<file path="src/design/sbd_pkg.sv">
`timescale 1ns / 1ps
`default_nettype none
// ----------------------------------------------------------------------------
// sbd_pkg
// Shared sizes, codes and control structs of the sequence break detector.
// ----------------------------------------------------------------------------
package sbd_pkg;

  localparam int SMALL_AW         = 10;
  localparam int LARGE_AW         = 9;
  localparam int BUCKET_AW        = 8;
  localparam int SMALL_COUNTERS   = 1 << SMALL_AW;
  localparam int LARGE_COUNTERS   = 1 << LARGE_AW;
  localparam int BUCKETS          = 1 << BUCKET_AW;
  localparam int CELLS_PER_BUCKET = 4;
  localparam int POS_W            = $clog2(CELLS_PER_BUCKET);

  localparam int SEQ_W   = 32;
  localparam int ROW_W   = SEQ_W * CELLS_PER_BUCKET;
  localparam int SMALL_W = 2;
  localparam int LARGE_W = 4;

  // Clearing pass walks the deepest store; shallower ones take the low bits.
  localparam int CLR_AW = (SMALL_AW > LARGE_AW) ?
                          ((SMALL_AW > BUCKET_AW) ? SMALL_AW : BUCKET_AW) :
                          ((LARGE_AW > BUCKET_AW) ? LARGE_AW : BUCKET_AW);

  localparam logic [SMALL_W-1:0] SMALL_SAT = '1;
  localparam logic [LARGE_W-1:0] LARGE_SAT = '1;

  localparam int ADDR_W = 4;
  localparam int DATA_W = 32;

  typedef enum logic [1:0] {
    CODE_NONE  = 2'd0,
    CODE_NEAR  = 2'd1,
    CODE_BREAK = 2'd2,
    CODE_EVICT = 2'd3
  } bucket_code_t;

  typedef enum logic [1:0] {
    REG_THRESHOLD = 2'd0,
    REG_MODE      = 2'd1,
    REG_NEAR_MAX  = 2'd2,
    REG_BREAK_LIM = 2'd3
  } reg_idx_t;

  typedef struct packed {
    logic [3:0]  count_threshold;
    logic        judge_mode;
    logic [7:0]  near_gap_max;
    logic [15:0] break_gap_limit;
  } cfg_t;

  typedef struct packed {
    logic clear;  // write zeros at the sweep address
    logic load;   // capture input item, launch memory reads
    logic exec;   // update stores, load result
  } dp_cmd_t;

  typedef struct packed {
    logic clear_last;
  } dp_stat_t;

endpackage
`default_nettype wire

</file>
<file path="src/design/sbd_ctrl.sv">
`timescale 1ns / 1ps
`default_nettype none
// ----------------------------------------------------------------------------
// sbd_ctrl
// Controller: clearing pass, item handshake and read/update sequencing.
// ----------------------------------------------------------------------------
module sbd_ctrl import sbd_pkg::*; (
  input  wire logic     clk,
  input  wire logic     rst,
  input  wire logic     in_valid,
  output logic          in_stall,
  output logic          out_valid,
  input  wire logic     out_stall,
  input  wire dp_stat_t stat,
  output dp_cmd_t       cmd
);

  typedef enum logic [2:0] {
    ST_CLEAR = 3'b001,
    ST_IDLE  = 3'b010,
    ST_EXEC  = 3'b100
  } state_t;

  state_t state, state_next;
  logic   out_valid_next;
  logic   accept;

  // Take an item only when the result slot is free by the time it is loaded.
  assign in_stall = !((state == ST_IDLE) && (!out_valid || !out_stall));
  assign accept   = in_valid && !in_stall;

  always_comb begin
    cmd.clear = (state == ST_CLEAR);
    cmd.load  = accept;
    cmd.exec  = (state == ST_EXEC);
  end

  always_comb begin
    state_next = state;
    case (state)
      ST_CLEAR: begin
        if (stat.clear_last) state_next = ST_IDLE;
      end
      ST_IDLE: begin
        if (accept) state_next = ST_EXEC;
      end
      ST_EXEC: begin
        state_next = ST_IDLE;
      end
      default: state_next = ST_CLEAR;
    endcase
  end

  always_comb begin
    out_valid_next = out_valid;
    if (state == ST_EXEC) begin
      out_valid_next = 1'b1;
    end else if (out_valid && !out_stall) begin
      out_valid_next = 1'b0;
    end
  end

  always_ff @(posedge clk) begin
    if (rst) begin
      state     <= ST_CLEAR;
      out_valid <= 1'b0;
    end else begin
      state     <= state_next;
      out_valid <= out_valid_next;
    end
  end

endmodule
`default_nettype wire

</file>
<file path="config.mk">
export PLATFORM = sky130hd
export DESIGN_NAME = sbd_ctrl
export DESIGN_NICKNAME = d
export VERILOG_FILES = /design/src/design/sbd_pkg.sv /design/src/design/sbd_ctrl.sv
export SDC_FILE = /design/constraint.sdc
export NUM_CORES = 1
export LEC_CHECK = 0
export BUFFER_PORTS_ARGS = -buffer_cell sky130_fd_sc_hd__buf_2
export CAP_MARGIN = 10
export CORE_AREA = 5 5 42 44
export DETAILED_ROUTE_END_ITERATION = 6
export DIE_AREA = 0 0 47 49
export HOLD_SLACK_MARGIN = 0.15
export PLACE_DENSITY = 0.32
export SYNTH_ARGS = -nofsm -noshare
export SYNTH_HDL_FRONTEND = slang
export SYNTH_SLANG_ARGS = --single-unit
</file>
<file path="constraint.sdc">
create_clock -name clk -period 1.3 [get_ports clk]
set_clock_uncertainty 0.2 [all_clocks]
set_input_delay 0.26 -clock clk [delete_from_list [all_inputs] [get_ports clk]]
set_output_delay 0.26 -clock clk [all_outputs]
set_load 0.01 [all_outputs]
</file>
==> results.md, run 1 <==
- Vias: 226
- Minimum clock period after layout: 1.57 ns
- Hold Crit Class: primary input to flip-flop
- Antenna Nets Post-Route: 0
- Syn_area_per_cell: 8.92 um2
- Vias in the first global route: 232
- Asr flop ratio synth: 0
- Fill cells: 159
- Total GRT Usage: 0.0611
- Yosys warns: 0
- Sequential area share after synthesis: 0.390
- Clock share of power: 0.449
- Io pins: 10
- Relative slew slack: 0.887
- Post-route DRC: 0
- DP HPWL: 435 um
- Final instance area: 422 um2
- First-pass GRT wire length: 903 um
- Clock root cell: clkbuf_4
- Core Region: 1400 um2
- Worst-Skew Late Latency: 0.23 ns
- Failing checks: negative setup slack
- Critical path class: flip-flop to output pin
- Syn Inst Count: 23
- Post-synth top area cell: dfxtp_1
- GRT overflow: 0
- Die area: 2300 um2
- Post-synth EDFFs: 0
- Placed Instance Area: 307 um2
- CTS H-Tree Depth: 1
- Tot Pwr: 334 uW
- Switching share of power: 0.211
- Register Area: 83.8 um2
- Yosys top cell area share: 0.390
- Routability congestion estimate: 0.670
- Cts bufs inserted: 3
- Synth Net Count: 28
- Setup WS post-layout: -0.266 ns
- #FFs+latches synth: 4
- Layout area overhead: 105%
- Fmax: 0.639 GHz
- Deepest clock path buffer count: 2
- Final count of pins violating max slew: 0
- Clk slew on worst S/H paths: 0.03 ns
- Internal power: 264 uW
- CP max FO: 3
- Area of the multi-input gates: 114 um2
- Netlist cell types: 14
- Sw power: 70.4 uW
- Starting Density: 0.146
- DRT iter0 DRCs: 0
- Nets: 54
- Setup violators final: 7
- Mapped Area: 205 um2
- Final Cycle Share: 1.20
- Worst-Margin Slew: 0.169 ns
- Critical-path top delay cell: or3_4
- PD cells: 793 nW/um2
- Maximum ir drop on the vdd rail: 0.000239 V
- Combinational fraction of design power: 0.153
- Synth area leaders: dfxtp_1, a21oi_1, buf_4, nor3b_1, nor2b_1
- Share of post-route cells with drive strength above 1: 0.766
- Pin count of the biggest net entering global routing: 5
- Seq pwr share: 0.399
- Hold WS: 0.225 ns
- CTS tree: built
- Sink Count: 4
- Critical path data required time: 0.84 ns
- CP endpoint kind: output pin
- Pre-CTS WS: -0.0510 ns
- Initial antenna violation count: 0
- RSZ-0062 raised after global routing: true
- CP arrival: 1.11 ns
- Synth top cells by count: dfxtp_1, a21oi_1
- Most common flop cell mapped by yosys: dfxtp_1
- Row Count: 14
- Final Hold Violating Endpoints: 0
- Antenna cells: 0
- Most frequent cell after synthesis: dfxtp_1
- Type of origin of the critical path: flip-flop
- DIE WIDTH: 47 um
- Drt total wl: 582 um
- Height of the die: 49 um
- Worst-path cell chain: inv_2 > or3_4 > clkinv_4 > buf_6
- CP bufs+invs: 3
- Critical path's largest stage delay: 0.35 ns
- P_leak: 0.000194 uW
- Max Cap Violations: 0
- TritonRoute pass-1 iters: 1
- Post-DR vias/cell: 3.59
- I/O Buffers: 9
- Outcome: finished, violations left
- Crit path max-delay family: simple AND/OR/NAND/NOR gates
- Routed WL per cell: 9.24 um
==> path summary, 6_finish.rpt <==
check | start | end | slack, ns | cells after the start
worst max register to register | state[2] | state[0] | -0.18 | 5
worst max-delay path | state[2] | cmd[0] | -0.27 | 4
worst min-delay path | in_valid | state[2] | 0.23 | 3
worst min register to register | out_valid | out_valid | 0.40 | 3
==> state kept, by name, indices dropped and copies added (netlist names) <==
signal	flops
out_valid	1
state	3
==> cell type report <==
cell class / count / area share
Inverter: 2 / 0.0297
Multi-Input combinational cell: 15 / 0.270
Sequential cell: 4 / 0.199
Timing Repair Buffer: 23 / 0.401
Clock buffer: 3 / 0.0534
Tap cell: 16 / 0.0475
==> power by group through the flow <==
stage | clock (uW) | combinational [uW] | sequential [uW]
finish | 150 | 51.0 | 133
global route | 167 | 55.0 | 134
CTS | 162 | 51.3 | 134
detailed placement | 0 | 43.7 | 135
global placement | 0 | 42.5 | 134
floorplan | 0 | 19.8 | 134
==> layout by cell type (no fill, tap or decap), drive strengths merged <==
master / instances
nor2b: 2
a21o: 1
dlygate4sd3: 2
a21bo: 1
clkinv: 1
nand2: 2
a21oi: 3
o21ai: 1
clkbuf: 3
and3: 1
inv: 1
dfxtp: 4
and3b: 1
nor3b: 2
buf: 21
or3: 1
==> cells by family (layout without fill, tap and decap cells) <==
group / after synthesis / in the layout / share of synthesized area
AO/OA/AOI/OAI: 6 / 6 / 0.189
buffers and inverters: 4 / 28 / 0.116
AND/OR/NAND/NOR: 9 / 9 / 0.305
flip-flops: 4 / 4 / 0.390
==> routing by layer <==
layer | global-route usage | vias up | routed length (um)
li1 | - | 124 | -
met1 | 0.0611 | 93 | 263
met2 | 0.0860 | 9 | 253
met3 | 0.0332 | 0 | 65
met4 | 0.0553 | 0 | 0
met5 | 0 | - | 0
==> repair_timing <==
| action | in CTS | in global routing |
|---|---|---|
| hold buffers | 2 | 0 |
| endpoints found under the hold margin | 4 | 0 |
| resized for setup | 6 | 3 |
| buffers inserted | 5 | 3 |
| setup endpoints to repair | 5 | 7 |
| pin swaps | 3 | 3 |
==> tightest hold or removal path: stages <==
cell     delay (ns)
buf_2          0.08
and3_1         0.16
nor2b_1        0.12
==> stage by stage <==
stage | TNS [ns] | utilization | cells
after floorplan | -0.0132 | - | 23
after global placement | -0.0604 | 0.219 | 52
after detailed placement | -0.0761 | 0.219 | 52
after CTS | -1.11 | 0.290 | 62
after global routing | -1.61 | 0.301 | 63
final | -1.22 | 0.301 | 63
(Power assumes the default switching activity.)
==> run 2: changes to the inputs <==
- ABC_AREA: unset -> 1
- PLACE_DENSITY: 0.32 -> 0.34
- SKIP_CTS_REPAIR_TIMING: unset -> 1
==> results.md, run 2 <==
- Outcome: finished, violations left
- Failing checks: negative setup slack
- PD cells: 1170 nW/um2 (+47%)
- Clock root cell: clkbuf_4
- CP endpoint kind: output pin
- Worst-Skew Late Latency: 0.23 ns (about the same)
- P_leak: 0.000211 uW (+9.0%)
- Simple-gate portion of the synthesized area: 0.266 (-0.0393)
- Routed WL per cell: 8.09 um (-12%)
- Worst-path cell chain: inv_2 > nand2_4 > nor2_4 > nand2_2 > nor2_1 > buf_2
- CTS H-Tree Depth: 1 (unchanged)
- Vias: 257 (+14%)
- Height of the die: 49 um (unchanged)
- DIE WIDTH: 47 um (unchanged)
- Deepest clock path buffer count: 2 (unchanged)
- CP bufs+invs: 2 (-1)
- Post-DR vias/cell: 3.89 (+8.5%)
- #FFs+latches synth: 4 (unchanged)
- Largest family of logic cells by synthesized area: simple AND/OR/NAND/NOR gates
- Initial antenna violation count: 0 (unchanged)
- Drt total wl: 534 um (-8.2%)
- Cts bufs inserted: 3 (unchanged)
- Final Hold Violating Endpoints: 0 (unchanged)
- First-pass GRT wire length: 738 um (-18%)
- Post-synth EDFFs: 0 (unchanged)
- Minimum clock period after layout: 1.53 ns (-0.0389 ns)
- DP HPWL: 393 um (-9.5%)
- Core Region: 1400 um2 (unchanged)
- GRT overflow: 0 (unchanged)
- CP Depth: 6 (+2)
- Maximum ir drop on the vdd rail: 0.000302 V (+26%)
- TritonRoute pass-1 iters: 2 (+1)
- Syn Inst Count: 34 (+48%)
- Worst-Margin Slew: 0.156 ns (-0.0129 ns)
- Fill cells: 167 (+5.0%)
- Antenna Nets Post-Route: 0 (unchanged)
- Final count of pins violating max slew: 0 (unchanged)
- CP max FO: 3 (unchanged)
- R2r setup slk: 0.05 ns (+0.23 ns)
- Max Cap Violations: 0 (unchanged)
- Hold Crit Class: primary input to flip-flop
- Crit path max-delay family: simple AND/OR/NAND/NOR gates
- Final Cycle Share: 1.17 (-0.0299)
- Placed cells: 59 (+13%)
- Synth Net Count: 39 (+39%)
- Syn_area_per_cell: 6.51 um2 (-27%)
- Post-synthesis mux area share: 0 (unchanged)
- RSZ-0062 raised after global routing: true
- CP arrival: 1.07 ns (-0.04 ns)
- Compound-Gate Fraction of Synth Area: 0.136 (-0.0534)
- Share of post-route cells with drive strength above 1: 0.520 (-0.246)
- Sequential area share after synthesis: 0.362 (-0.0287)
- Post-route DRC: 0 (unchanged)
- Critical path data required time: 0.84 ns (about the same)
- Most frequent cells in the layout: inv_1, buf_2, nand2_1
- Critical path's largest stage delay: 0.31 ns (-0.04 ns)
- Yosys warns: 0 (unchanged)
- Relative slew slack: 0.895 (+0.00802)
- Largest Register: state
- Die area: 2300 um2 (unchanged)
- Row Count: 14 (unchanged)
- R2R depth: 7 (+2)
- Vias in the first global route: 209 (-9.9%)
- Synth Area in XOR/XNOR: 0 (unchanged)
- Mapped Area: 221 um2 (+7.9%)
- Type of origin of the critical path: flip-flop
- Setup violators final: 4 (-3)
- DRT iter0 DRCs: 1 (+1)
- Starting Density: 0.158 (+0.0116)
- I/O Buffers: 9 (unchanged)
- Post-Layout Cell Count: 66 (+4.8%)
- Yosys top cell area share: 0.362 (-0.0287)
- Sink Count: 4 (unchanged)
- Most common flop cell mapped by yosys: dfxtp_1
- Setup WS post-layout: -0.227 ns (+0.0389 ns)
- Post-synth top area cell: dfxtp_1
- Fmax: 0.655 GHz (+2.5%)
- Critical path class: flip-flop to output pin
- Most frequent cell after synthesis: inv_1
- CTS tree: built
- Hold WS: 0.164 ns (-0.0614 ns)
- Nets: 57 (+5.6%)
- Synth area leaders: dfxtp_1, inv_1, nand2_1, o21ai_0, buf_4
- Total GRT Usage: 0.0464 (-0.0147)
- Netlist cell types: 13 (-1)
- Critical-path top delay cell: dfxtp_2
- Biggest regs: state (3), out_valid (1)
- Asr flop ratio synth: 0 (unchanged)
- Io pins: 10 (unchanged)
- Clk slew on worst S/H paths: 0.04 ns (about the same)
- Max reg flops: 3 (unchanged)
- Synth top cells by count: inv_1, nand2_1, dfxtp_1
- Hold depth: 3 (unchanged)
- Layout area overhead: 75.1%
- Pin count of the biggest net entering global routing: 6 (+1)
- Routability congestion estimate: 0.659 (-1.7%)
- Post-Synth Adder-Cell Area: 0 (unchanged)
- Antenna cells: 0 (unchanged)
==> run 2: changes by cell type after synthesis, moves of 2 or more <==
| cell | previous run | this run |
|---|---|---|
| nand3_1 | 0 | 2 |
| nor2b_1 | 2 | 0 |
| inv_1 | 0 | 9 |
| o21ai_0 | 1 | 3 |
| nand2_1 | 2 | 6 |
| nor3b_1 | 2 | 0 |
==> run 2: cell type report <==
class	count	area, um2	share of cell area
multi-input combinational	18	116	0.300
timing repair buffer	15	105	0.271
sequential	4	86.3	0.223
inverter	10	37.5	0.0968
clock buffer	3	22.5	0.0581
tap	16	20.0	0.0516
==> run 2: path summary, 6_finish.rpt <==
| path | from | to |
|---|---|---|
| worst max-delay path | state[0] | cmd[1] |
| worst min-delay path | out_stall | out_valid |
| worst max register to register | state[0] | state[0] |
| worst min register to register | out_valid | out_valid |
==> run 2: where the power goes <==
part | switching [uW] | internal [uW] | total, uW
registers | 14.6 | 139 | 153
clock network | 49.1 | 103 | 152
logic | 74.4 | 73.1 | 148
==> run 2: kinds of logic after synthesis <==
group	Yosys count
AOI/OAI and AO/OA	6
buffers and inverters	12
DFF	4
and+or+nand+nor	12
==> run 2: stage by stage <==
stage | area [um2] | util | TNS (ns) | worst slack (ns) | total power (uW)
final | 388 | 0.277 | -0.666 | -0.227 | 453
after global routing | 388 | 0.277 | -0.981 | -0.315 | 487
after CTS | 312 | 0.222 | -0.728 | -0.251 | 423
after detailed placement | 289 | 0.206 | 0 | 0.0107 | 264
after global placement | 289 | 0.206 | 0 | 0.00302 | 265
after floorplan | 224 | - | 0 | 0.0132 | 216
==> run 2: worst min-delay path, delay by kind of cell <==
family,cells,cell delay [ns]
buf+inv,1,0.09
compound gates,1,0.08
simple gates,1,0.11
==> run 2: routing by layer <==
metal | wire [um] | track usage | up-vias
li1 | - | - | 134
met1 | 227 | 0.0526 | 116
met2 | 254 | 0.0588 | 7
met3 | 52 | 0.0258 | 0
met4 | 0 | 0.0415 | 0
met5 | 0 | 0 | -
